`config.mk`:
```
export PLATFORM = sky130hd
export DESIGN_NAME = swps_qram
export DESIGN_NICKNAME = d
export VERILOG_FILES = /design/src/rtl/core/sliding_window_peak_spread_top_defines.svh /design/src/rtl/core/swps_qram.sv
export SDC_FILE = /design/constraint.sdc
export NUM_CORES = 2
export LEC_CHECK = 0
export BUFFER_PORTS_ARGS = -buffer_cell sky130_fd_sc_hd__buf_2
export CAP_MARGIN = 20
export CORE_MARGIN = 2
export CORE_UTILIZATION = 39
export CTS_BUF_LIST = sky130_fd_sc_hd__clkbuf_16
export CTS_CLUSTER_DIAMETER = 80
export DETAILED_ROUTE_END_ITERATION = 10
export PLACE_DENSITY_LB_ADDON = 0.08
export SLEW_MARGIN = 20
export SYNTH_ARGS = -nofsm -noshare
export SYNTH_HDL_FRONTEND = slang
export SYNTH_SLANG_ARGS = --single-unit
```
`constraint.sdc`:
```
create_clock -name clk -period 5.2 [get_ports clk]
set_input_delay 1.04 -clock clk [delete_from_list [all_inputs] [get_ports clk]]
set_output_delay 1.04 -clock clk [all_outputs]
set_load 0.03 [all_outputs]
```
`src/rtl/core/sliding_window_peak_spread_top_defines.svh`:
```
// Assertion macros for the sliding window peak spread block
`ifndef SLIDING_WINDOW_PEAK_SPREAD_TOP_DEFINES_SVH
`define SLIDING_WINDOW_PEAK_SPREAD_TOP_DEFINES_SVH

// same-cycle implication on clk, off during reset
`define SWPS_ASSERT_NOW(lbl, ante, cons, msg) \
	lbl: assert property (@(posedge clk) disable iff (!arst_n) (ante) |-> (cons)) \
		else $error(msg);

// next-cycle implication on clk, off during reset
`define SWPS_ASSERT_NXT(lbl, ante, cons, msg) \
	lbl: assert property (@(posedge clk) disable iff (!arst_n) (ante) |=> (cons)) \
		else $error(msg);

`endif

```
`src/rtl/core/swps_qram.sv`:
```
// Queue entry memory: one write port, one registered read port
`default_nettype none
module swps_qram #(
	parameter int DEPTH = 64,
	parameter int DW    = 32,
	localparam int AW   = $clog2(DEPTH)
) (
	input  wire logic          clk,
	input  wire logic          we,
	input  wire logic [AW-1:0] waddr,
	input  wire logic [DW-1:0] wdata,
	input  wire logic [AW-1:0] raddr,
	output logic      [DW-1:0] rdata
);

	logic [DW-1:0] mem [DEPTH];

	always_ff @(posedge clk) begin
		if (we) begin
			mem[waddr] <= wdata;
		end
	end

	always_ff @(posedge clk) begin
		rdata <= mem[raddr];
	end

endmodule
`default_nettype wire

```
==> impl_metrics.ini <==
[sta]
timing.fmax_mhz = 271.0
setup_viol = 0
layout_min_cycle_time_ns = 3.691
skew_ns = 0.03279
fin_crit_sh_pct = 70.97
tns_ns = 0
slew_violations = 0
worstMarginPinSlew_ns = 1.070
rsz0062_at_grt = false
max_slew_margin_pct = 28.52
hold_violations = 0
setup_slack_ns = 1.509

[synthesis]
yosysSeqAreaShare_pct = 79.14
ys_async_sr_fraction_pct = 0
yosysUniqueCellTypes = 34
synth-edff-count = 2048
synth_area_per_cell_sq_um = 23.62
syn_inst = 3324
synth_ff_type = edfxtp_1
syn_area_sq_mm = 0.07852
synth-seq-cells = 2080
synth_nets = 3370
ys_warn_count = 0

[global_route]
grt_pass1_wl_um = 313700
antenna_found_initial = 16
gr-total-overflow = 0
grt_max_degree = 65
grt_use_total_pct = 22.14
grt_pass1_vias = 39060

[setup_path]
crit_required_ns = 5.89
cp_max_fo = 55
crit_arrival_ns = 4.38
critPathLaunchType = input pin
cp-end-kind = flip-flop
critPathKind = in2reg

[drt]
postRouteAntennaNets = 0
drc_errors = 0
via_count = 36963
drt_pass1_iterations = 5
drt_iter0_markers = 4022
via_per_inst = 5.714
wirelength_um = 224500
routedWlPerCell_um = 34.70

[pwr]
leakage_nw = 28.40
powerDensity_mw_per_mm2 = 390.6
peakVddDrop_mv = 0.2870

[clock_network]
cts_tree = built
cts_resized = 0
root_buffer = clkbuf_16
clkTransAtPathRegs_ns = 0.06
clock_sinks = 2080
clock_path_buffers = 3
postCtsSetupRepairBufs = 0
clkLatencyLatePin_ns = 0.85
htreeDepth = 4
holdBufCountCts = 0
cts_buffers = 214

[final_layout]
final_common_cell = edfxtp_1
n_fill_cell = 16584
fin_area_sq_mm = 0.09079
area_growth_syn_to_layout_pct = 15.63
final_cell_mix = 2,048 x edfxtp_1, 544 x mux4_2, 218 x clkbuf_16, 147 x buf_4, 93 x mux2i_1
drive_gt1_share_pct = 30.77
final_nets = 3671

[placed_design]
gp_congestion = 0.7674
post_dp_cell_area_sq_mm = 0.08387
place_hpwl_um = 129100
portBuffers = 77
pre_cts_slack_ns = 0.5859

[floorplan]
design.core.area_sq_mm = 0.1999
die_h_um = 452.7
design.die.area_sq_mm = 0.2049
start_util_pct = 39.28
pin_count = 78
row_count = 164
die_w_um = 452.7

[run]
drv_cap = 0

[outcome]
outcome = finished, final reports clean

[hold_path]
hp-class = in2reg
-- registers in the layout (all words and copies together) (netlist names) --
register,cells
mem,2048
rdata,32
-- layout make-up --
cell class / instances / area, sq um / share of cell area [%]
antenna: 4 / 10.01 / 0.01103
timing repair buffer: 267 / 2446 / 2.694
clock buffer: 218 / 5455 / 6.009
clock inverter: 182 / 1444 / 1.590
tap: 2656 / 3323 / 3.660
sequential: 2080 / 62140 / 68.45
multi-input combinational: 1062 / 15970 / 17.59
-- cell families (layout without fill, tap and decap cells) --
| kind of cell | count (synthesis) | in the layout | share of synthesized area, % |
|---|---|---|---|
| other | 0 | 4 | 0 |
| DFF | 2080 | 2080 | 79.14 |
| buffers and inverters | 182 | 667 | 1.128 |
| and+or+nand+nor | 223 | 223 | 1.265 |
| AOI/OAI and AO/OA | 202 | 202 | 1.673 |
| muxes | 637 | 637 | 16.79 |
-- Yosys cell counts (all sizes together), types with 4 or more instances --
master     n  area share (%)
o22ai     84            0.67
dfxtp     32            0.82
nor2     137            0.65
o221ai    27            0.30
and3       4           0.032
mux4     544              16
edfxtp  2048              78
a41o       4           0.051
nand3      5           0.032
clkbuf    74            0.35
or3b       5           0.056
buf      108            0.77
nand3b     5           0.048
nor2b     15            0.12
o32ai      4           0.045
a22oi     12            0.11
mux2i     93             1.2
nand2     26            0.12
nand2b     8           0.064
a21oi     62            0.40
nor3       7           0.045
a311oi     8           0.089
-- power breakdown --
part,switching (mW),leakage (nW),total (mW),internal [mW]
clock network,6.44,3.61,15.0,8.53
registers,0.0849,18.7,18.7,18.6
logic,1.19,6.10,1.84,0.655
-- worst max-delay path: stages --
cell and delay (ns):
buf_8 0.57, buf_4 0.34, buf_4 0.31, mux4_2 0.54, mux4_2 0.52, o22ai_1 0.76, nor2_1 0.13
-- final timing paths --
kind	startpoint	to	slack (ns)	cells past startpoint
min	wdata[2]	mem[33][2]$_DFFE_PP_	0.56	1
max reg2reg	mem[46][12]$_DFFE_PP_	rdata[12]$_DFF_P_	2.71	4
min reg2reg	mem[13][8]$_DFFE_PP_	rdata[8]$_DFF_P_	0.72	4
max	raddr[0]	rdata[10]$_DFF_P_	1.51	7
-- per-stage QoR --
step           power [mW]  hold slack, ns  instances  utilization [%]
6_report            35.47          0.5605       6469            45.43
5_1_grt             36.54          0.4990       6468            45.42
4_1_cts             35.84          0.4617       6465            45.41
3_3_place_gp        20.86          0.7174       6065            41.96
3_5_place_dp        20.90          0.7113       6065            41.96
2_1_floorplan       19.92          0.6632       3324                -
-- routing by layer --
layer / up-vias / global-route usage, % / wire length, um
li1: 14908 / - / -
met2: 1185 / 36.76 / 111700
met4: 2 / 6.323 / 5735
met1: 20576 / 30.70 / 95820
met5: - / 0 / 10
met3: 292 / 3.021 / 11190
Power figures use the tool's default switching activity.
