--- src/rtl/core/sliding_window_peak_spread_top_defines.svh ---
// Assertion macros for the sliding window peak spread block
`ifndef SLIDING_WINDOW_PEAK_SPREAD_TOP_DEFINES_SVH
`define SLIDING_WINDOW_PEAK_SPREAD_TOP_DEFINES_SVH

// same-cycle implication on clk, off during reset
`define SWPS_ASSERT_NOW(lbl, ante, cons, msg) \
	lbl: assert property (@(posedge clk) disable iff (!arst_n) (ante) |-> (cons)) \
		else $error(msg);

// next-cycle implication on clk, off during reset
`define SWPS_ASSERT_NXT(lbl, ante, cons, msg) \
	lbl: assert property (@(posedge clk) disable iff (!arst_n) (ante) |=> (cons)) \
		else $error(msg);

`endif

--- src/rtl/core/swps_pkg.sv ---
// Types and constants shared by the sliding window peak spread block
`default_nettype none
package swps_pkg;

	localparam int FIELD_BITS = 16;
	localparam int IDX_BITS   = 16;
	localparam int SPAN_BITS  = 6;
	localparam logic [SPAN_BITS-1:0] SPAN_RESET = 6'd1;

	typedef struct packed {
		logic [FIELD_BITS-1:0] sample;
		logic                  restart;
	} in_t;

	typedef struct packed {
		logic [FIELD_BITS-1:0] best_spread;
		logic [FIELD_BITS-1:0] current_spread;
		logic                  window_full;
	} out_t;

	typedef struct packed {
		logic idle;
		logic done;
	} stat_t;

	typedef enum logic [3:0] {
		ST_IDLE,
		ST_EXP_RD,
		ST_EXP_CMP,
		ST_POP_RD,
		ST_POP_CMP,
		ST_PUSH,
		ST_FRONT_RD,
		ST_SPREAD,
		ST_DONE
	} state_t;

endpackage
`default_nettype wire

--- src/rtl/core/swps_ctrl.sv ---
// Sequencer and shared subtract/compare unit for both monotonic queues
`default_nettype none
`include "sliding_window_peak_spread_top_defines.svh"
module swps_ctrl #(
	parameter int WINDOW_DEPTH = 64,
	parameter int SAMPLE_BITS  = 16,
	localparam int AW = $clog2(WINDOW_DEPTH),
	localparam int VW = (SAMPLE_BITS < swps_pkg::FIELD_BITS) ? SAMPLE_BITS
		: swps_pkg::FIELD_BITS,
	localparam int DW = swps_pkg::IDX_BITS + VW
) (
	input  wire logic                             clk,
	input  wire logic                             arst_n,
	input  wire logic                             start,
	input  wire swps_pkg::in_t                    item,
	input  wire logic [swps_pkg::SPAN_BITS-1:0]   span,
	input  wire logic                             out_free,
	output swps_pkg::stat_t                       stat,
	output swps_pkg::out_t                        result,
	output logic      [1:0]                       mem_we,
	output logic      [AW-1:0]                    mem_waddr,
	output logic      [DW-1:0]                    mem_wdata,
	output logic      [AW-1:0]                    mem_raddr [2],
	input  wire logic [DW-1:0]                    mem_rdata [2]
);

	localparam int CW = $clog2(WINDOW_DEPTH + 1);
	localparam int IW = swps_pkg::IDX_BITS;
	localparam int FW = swps_pkg::FIELD_BITS;

	swps_pkg::state_t state_q, state_d;
	logic             sel_q, sel_d;
	logic [AW-1:0]    head_q [2];
	logic [AW-1:0]    head_d [2];
	logic [CW-1:0]    count_q [2];
	logic [CW-1:0]    count_d [2];
	logic [IW-1:0]    counter_q, counter_d;
	logic             wrapped_q, wrapped_d;
	logic [VW-1:0]    best_q, best_d;
	logic [VW-1:0]    spread_q;
	logic             full_q;
	logic [VW-1:0]    v_q;

	logic [AW-1:0]    head_s;
	logic [CW-1:0]    cnt_s;
	logic [IW-1:0]    rd_idx;
	logic [VW-1:0]    rd_val;
	logic [IW-1:0]    sub_a, sub_b, diff;
	logic [IW-1:0]    cmp_a, cmp_b;
	logic             gt;

	function automatic logic [AW-1:0] qpos(input logic [AW-1:0] head,
			input logic [CW-1:0] off);
		logic [CW:0] sum;
		sum = (CW+1)'(head) + (CW+1)'(off);
		if (sum >= (CW+1)'(WINDOW_DEPTH)) begin
			sum = sum - (CW+1)'(WINDOW_DEPTH);
		end
		return sum[AW-1:0];
	endfunction

	assign head_s = head_q[sel_q];
	assign cnt_s  = count_q[sel_q];
	assign rd_idx = mem_rdata[sel_q][DW-1:VW];
	assign rd_val = mem_rdata[sel_q][VW-1:0];

	// shared unit: one subtract, feeding the one magnitude compare outside pop compare and front read
	always_comb begin
		sub_a = counter_q;
		sub_b = rd_idx;
		case (state_q)
			swps_pkg::ST_SPREAD: begin
				sub_a = IW'(mem_rdata[1][VW-1:0]);
				sub_b = IW'(mem_rdata[0][VW-1:0]);
			end
			default: begin
				sub_a = counter_q;
				sub_b = rd_idx;
			end
		endcase
	end

	assign diff = sub_a - sub_b;

	always_comb begin
		cmp_a = diff;
		cmp_b = IW'(span);
		case (state_q)
			swps_pkg::ST_POP_CMP: begin
				cmp_a = sel_q ? IW'(rd_val) : IW'(v_q);
				cmp_b = sel_q ? IW'(v_q) : IW'(rd_val);
			end
			swps_pkg::ST_FRONT_RD: begin
				cmp_a = IW'(span);
				cmp_b = counter_q;
			end
			swps_pkg::ST_SPREAD: begin
				cmp_a = diff;
				cmp_b = IW'(best_q);
			end
			default: begin
				cmp_a = diff;
				cmp_b = IW'(span);
			end
		endcase
	end

	assign gt = cmp_a > cmp_b;

	always_comb begin
		state_d      = state_q;
		sel_d        = sel_q;
		head_d       = head_q;
		count_d      = count_q;
		counter_d    = counter_q;
		wrapped_d    = wrapped_q;
		best_d       = best_q;
		mem_we       = '0;
		mem_waddr    = qpos(head_s, cnt_s);
		mem_wdata    = {counter_q, v_q};
		mem_raddr[0] = head_s;
		mem_raddr[1] = head_s;
		stat.idle    = 1'b0;
		stat.done    = 1'b0;
		case (state_q)
			swps_pkg::ST_IDLE: begin
				stat.idle = 1'b1;
				if (start) begin
					if (item.restart) begin
						head_d[0] = '0;
						head_d[1] = '0;
						count_d[0] = '0;
						count_d[1] = '0;
						counter_d = '0;
						wrapped_d = 1'b0;
						best_d    = '0;
					end
					sel_d   = 1'b0;
					state_d = swps_pkg::ST_EXP_RD;
				end
			end
			swps_pkg::ST_EXP_RD: begin
				state_d = (cnt_s == '0) ? swps_pkg::ST_POP_RD : swps_pkg::ST_EXP_CMP;
			end
			swps_pkg::ST_EXP_CMP: begin
				if (gt) begin
					head_d[sel_q]  = qpos(head_s, CW'(1));
					count_d[sel_q] = cnt_s - CW'(1);
					state_d        = swps_pkg::ST_EXP_RD;
				end else begin
					state_d = swps_pkg::ST_POP_RD;
				end
			end
			swps_pkg::ST_POP_RD: begin
				mem_raddr[0] = qpos(head_s, cnt_s - CW'(1));
				mem_raddr[1] = qpos(head_s, cnt_s - CW'(1));
				state_d = (cnt_s == '0) ? swps_pkg::ST_PUSH : swps_pkg::ST_POP_CMP;
			end
			swps_pkg::ST_POP_CMP: begin
				if (!gt) begin
					count_d[sel_q] = cnt_s - CW'(1);
					state_d        = swps_pkg::ST_POP_RD;
				end else begin
					state_d = swps_pkg::ST_PUSH;
				end
			end
			swps_pkg::ST_PUSH: begin
				mem_we[sel_q] = 1'b1;
				// full queue: oldest slot is overwritten, head moves on
				if (cnt_s == CW'(WINDOW_DEPTH)) begin
					head_d[sel_q] = qpos(head_s, CW'(1));
				end else begin
					count_d[sel_q] = cnt_s + CW'(1);
				end
				if (!sel_q) begin
					sel_d   = 1'b1;
					state_d = swps_pkg::ST_EXP_RD;
				end else begin
					state_d = swps_pkg::ST_FRONT_RD;
				end
			end
			swps_pkg::ST_FRONT_RD: begin
				mem_raddr[0] = head_q[0];
				mem_raddr[1] = head_q[1];
				state_d      = swps_pkg::ST_SPREAD;
			end
			swps_pkg::ST_SPREAD: begin
				if (full_q && gt) begin
					best_d = diff[VW-1:0];
				end
				counter_d = counter_q + IW'(1);
				if (counter_d == '0) begin
					wrapped_d = 1'b1;
				end
				state_d = swps_pkg::ST_DONE;
			end
			swps_pkg::ST_DONE: begin
				if (out_free) begin
					stat.done = 1'b1;
					state_d   = swps_pkg::ST_IDLE;
				end
			end
			default: begin
				state_d = swps_pkg::ST_IDLE;
			end
		endcase
	end

	always_ff @(posedge clk or negedge arst_n) begin
		if (!arst_n) begin
			state_q    <= swps_pkg::ST_IDLE;
			sel_q      <= 1'b0;
			head_q[0]  <= '0;
			head_q[1]  <= '0;
			count_q[0] <= '0;
			count_q[1] <= '0;
			counter_q  <= '0;
			wrapped_q  <= 1'b0;
			best_q     <= '0;
		end else begin
			state_q   <= state_d;
			sel_q     <= sel_d;
			head_q    <= head_d;
			count_q   <= count_d;
			counter_q <= counter_d;
			wrapped_q <= wrapped_d;
			best_q    <= best_d;
		end
	end

	always_ff @(posedge clk) begin
		if (state_q == swps_pkg::ST_IDLE && start) begin
			v_q <= item.sample[VW-1:0];
		end
		if (state_q == swps_pkg::ST_FRONT_RD) begin
			full_q <= wrapped_q | ~gt;
		end
		if (state_q == swps_pkg::ST_SPREAD) begin
			spread_q <= diff[VW-1:0];
		end
	end

	assign result.best_spread    = FW'(best_q);
	assign result.current_spread = FW'(spread_q);
	assign result.window_full    = full_q;

	`SWPS_ASSERT_NOW(a_cnt_bound, 1'b1, (count_q[0] <= CW'(WINDOW_DEPTH)) && (count_q[1] <= CW'(WINDOW_DEPTH)), "queue count above depth")
	`SWPS_ASSERT_NOW(a_done_free, stat.done, out_free, "result done with output slot busy")
	`SWPS_ASSERT_NXT(a_push_min, (state_q == swps_pkg::ST_PUSH) && !sel_q, (count_q[0] != '0) && sel_q && (state_q == swps_pkg::ST_EXP_RD), "min push did not hand over to max queue")
	`SWPS_ASSERT_NXT(a_start_min, start && (state_q == swps_pkg::ST_IDLE), !sel_q && (state_q == swps_pkg::ST_EXP_RD), "item start did not begin on min queue")

endmodule
`default_nettype wire
--- config.mk ---
export PLATFORM = sky130hd
export DESIGN_NAME = swps_ctrl
export DESIGN_NICKNAME = d
export VERILOG_FILES = /design/src/rtl/core/swps_pkg.sv /design/src/rtl/core/swps_ctrl.sv
export VERILOG_INCLUDE_DIRS = /design/src /design/src/rtl/core
export SDC_FILE = /design/constraint.sdc
export NUM_CORES = 1
export LEC_CHECK = 0
export ABC_CLOCK_PERIOD_IN_PS = 8050
export BUFFER_PORTS_ARGS = -buffer_cell sky130_fd_sc_hd__buf_2
export CAP_MARGIN = 20
export CORE_ASPECT_RATIO = 0.9
export CORE_MARGIN = 2
export CORE_UTILIZATION = 57
export CTS_BUF_LIST = sky130_fd_sc_hd__clkbuf_4
export CTS_CLUSTER_SIZE = 8
export DETAILED_ROUTE_END_ITERATION = 8
export GPL_TIMING_DRIVEN = 0
export PLACE_DENSITY_LB_ADDON = 0.05
export SYNTH_ARGS = -nofsm -noshare
export SYNTH_HDL_FRONTEND = slang
export SYNTH_SLANG_ARGS = --single-unit
--- constraint.sdc ---
create_clock -name clk -period 8.05 [get_ports clk]
set_clock_uncertainty 0.1 [all_clocks]
set_input_delay 1.2075 -clock clk [delete_from_list [all_inputs] [get_ports clk]]
set_output_delay 1.2075 -clock clk [all_outputs]
set_load 0.01 [all_outputs]
==> results by group <==
Setup path
  • Worst Setup Start Kind: register
  • Max Fanout on Critical Path: 11
  • Kind of critical path: reg2reg
  • Crit end category: register
  • Required time of the critical path: 8360 ps
  • Critical path arrival: 7940 ps

Route
  • Drt total wl: between 20000 and 30000 µm
  • Initial DRC count: 836
  • Number of iterations in the first detailed-routing pass: 8
  • Residual DRC: 0
  • Remaining antenna violation count after routing: 0
  • Via density: 6.126
  • Via Count: about 8300
  • Post-DR wirelength/cell: about 20 µm

Final layout
  • Area growth syn-to-layout: 15.73%
  • Fin cells: 1358
  • Layout cells sized above 1: 20.27%
  • Nets: 1299

GRT
  • Initial antenna violation count: 2
  • GRT overflow: 0
  • Gr usage total: 35.99%
  • First-pass GRT wire length: around 40000 µm
  • Number of global-route vias before repair: a little over 7000
  • Largest net degree at the start of global routing: 65

Synth
  • Area share of the largest cell type after synthesis: 19.84%
  • Ys async rst share: 65.98%
  • Post-Syn Nets: 1110
  • Ys flop type: dfrtp_1
  • Area leader, netlist: dfrtp_1
  • Syn Inst Count: 970
  • Simple-Gate Fraction of Synth Area: 19.89%
  • Syn_area_per_cell: 8.322 µm²
  • Multiplexer area fraction after synthesis: 10.28%
  • EDFF count, synth: 33
  • Synth Area in XOR/XNOR: between 4 and 5%
  • Adder-cell share of the synthesized area: 7.874%
  • Most frequent cells after synthesis: nand2_1, o21ai_0, nor2_1
  • Yosys reg bits: 97
  • Top cells by area, synth: dfrtp_1, edfxtp_1, mux2i_1, ha_1, nand2_1
  • Netlist Area Pre-Place: around 8100 µm²
  • Post-synth cell types: 72
  • Main combinational cell family by area after synthesis: compound AO/OA/AOI/OAI gates
  • Complex-gate fraction of the synthesized area: 20.35%
  • Yosys warnings: 0
  • Sequential-to-total area share from yosys stat: 32.11%
  • Most numerous cell in the Yosys netlist: nand2_1

Timing
  • Final max-slew violation count: 0
  • Final Hold Viols: 0
  • Final worst path period need: 7635 ps
  • Fmax: 131.0 MHz
  • Sum of negative setup slack: 0 ps
  • Worst-Margin Slew: just over 1000 ps
  • Final setup viols: 0
  • Max-slew headroom: 30.31%
  • RSZ-0062 raised after global routing: no
  • Tcrit/Tclk final: a little over nine tenths

Power and ir drop
  • Power after layout: between 3 and 4 mW
  • P_leak: 4.597 nW
  • VDD IR-drop max: ~0.00023 V
  • Power Density: 393.2 nW/µm²

Placement
  • # port buffers: 177
  • GPL Wtd Cong: 1.002
  • DP Cell Count: 1341
  • Dpl hpwl: 21470 µm

Outcome
  • Outcome: completed

Floorplan
  • Die Y: 116.9 µm
  • Row Count: 41
  • Die W: 129.4 µm
  • Core box area: 13950 µm²
  • Initial Util: 57.86%
  • Die area: 15130 µm²
  • Top Ports: between 150 and 200

CTS
  • Post-CTS sizing: 0
  • Sinks on Clock Net: 97
  • CTS Root Cell: clkbuf_4
  • Worst skew pair latency: 500 ps
  • CTS tree: built
  • Num CTS Buffers: 9
  • CTS H-Tree Depth: 3
  • Cts hold-fix bufs: 0
  • Post-CTS Setup Inserts: 0
  • Clk buf depth: 2
  • Clock-pin slew on the worst setup and hold paths: around 170 ps

Job
  • Max-cap violations: 0

Min path
  • Worst Hold Class: reg2reg
[final timing paths]
| path | startpoint | end | slack [ps] | cells past startpoint |
|---|---|---|---|---|
| max | sel_q | count_q[1] | 420 | 24 |
| min | head_q[3] | head_q[3] | 420 | 1 |
| max reg2reg | sel_q | count_q[1] | 420 | 24 |
| min reg2reg | head_q[3] | head_q[3] | 420 | 1 |
| max in group asynchronous | arst_n | best_q[13] | 6540 | 1 |
| min in group asynchronous | arst_n | count_q[12] | 680 | 1 |
[final cells by class]
cell class,instances,area [µm²]
antenna,1,2.502
buffer,54,235.2
clock buffer,11,82.58
clock inverter,5,40.04
fill,1275,4611
inverter,39,146.4
multi-input combinational,780,5099
sequential,97,2592
tap,193,241.5
timing repair buffer,178,903.4
[power breakdown]
group	leakage, nW	switching (mW)	internal [mW]
logic	3.36	1.61	0.997
registers	1.17	0.133	0.668
clock network	0.0718	0.188	0.0736
total	4.60	1.93	1.74
[cells by family (layout without fill, tap and decap cells)]
family | Yosys count | count (layout)
buffers and inverters | 93 | 287
flip-flops | 97 | 97
other | 0 | 1
adder cells (fa/ha/maj) | 49 | 49
AO/OA/AOI/OAI | 262 | 262
AND/OR/NAND/NOR | 344 | 344
XOR/XNOR | 44 | 44
multiplexers | 81 | 81
[metal layers]
metal | vias to the layer above | global-route usage [%] | wire length (µm)
li1 | 3869 | - | -
met1 | 3934 | 56.98 | 12920
met2 | 466 | 47.23 | 10780
met3 | 46 | 10.68 | 3070
met4 | 4 | 8.602 | 476
met5 | - | 0 | 23
[stage by stage]
step	worst slack, ps	utilization (%)	hold WS (ps)	instance area (µm²)
after floorplan	2173	-	359.3	8073
final	415.5	66.96	419.0	9343
after detailed placement	745.7	66.06	399.2	9218
after global placement	791.4	65.93	390.7	9200
after CTS	715.6	66.94	419.4	9340
after global routing	13.81	66.94	443.3	9340
[cell usage in the layout, fill, tap and decap left out, types with 7 or more instances in the layout]
cell type / n
clkbuf_4: 11
buf_1: 8
mux2_2: 12
a31oi_1: 7
clkbuf_1: 31
o31ai_1: 13
a22o_1: 8
xnor2_1: 31
buf_2: 187
nor3_1: 20
dfrtp_1: 64
a21oi_1: 70
nor2_1: 80
nand4_1: 8
ha_1: 46
xor2_1: 13
a21o_1: 15
mux2i_1: 68
inv_1: 38
nand2_1: 142
or3_1: 9
edfxtp_1: 33
nand3_1: 18
and2_1: 15
o21ai_0: 83
o211ai_1: 8
and3_1: 14
[worst max-delay path, stage by stage, from the launching register on]
cell and delay (ps):
dfrtp_1 390, buf_6 160, buf_2 320, buf_2 380
buf_2 370, buf_2 330, buf_2 470, mux2i_1 300
o21ai_0 130, ha_1 250, fa_1 410, nor2b_1 170
o2111ai_1 180, a21oi_1 250, or2_2 180, a31o_2 160
xor2_1 260, o2bb2ai_1 180, ha_1 180, nand4_1 200
a2111oi_1 570, nor3_1 230, nor3_1 820, nor3_2 240
a22o_1 290
[sequential cells by signal, summed over array words and instances (netlist names)]
signal and cells:
v_q 16, state_q 4, spread_q 16, wrapped_q 1, full_q 1, counter_q 16, count_q 14, head_q 12
best_q 16, sel_q 1
Power figures use the tool's default switching activity.
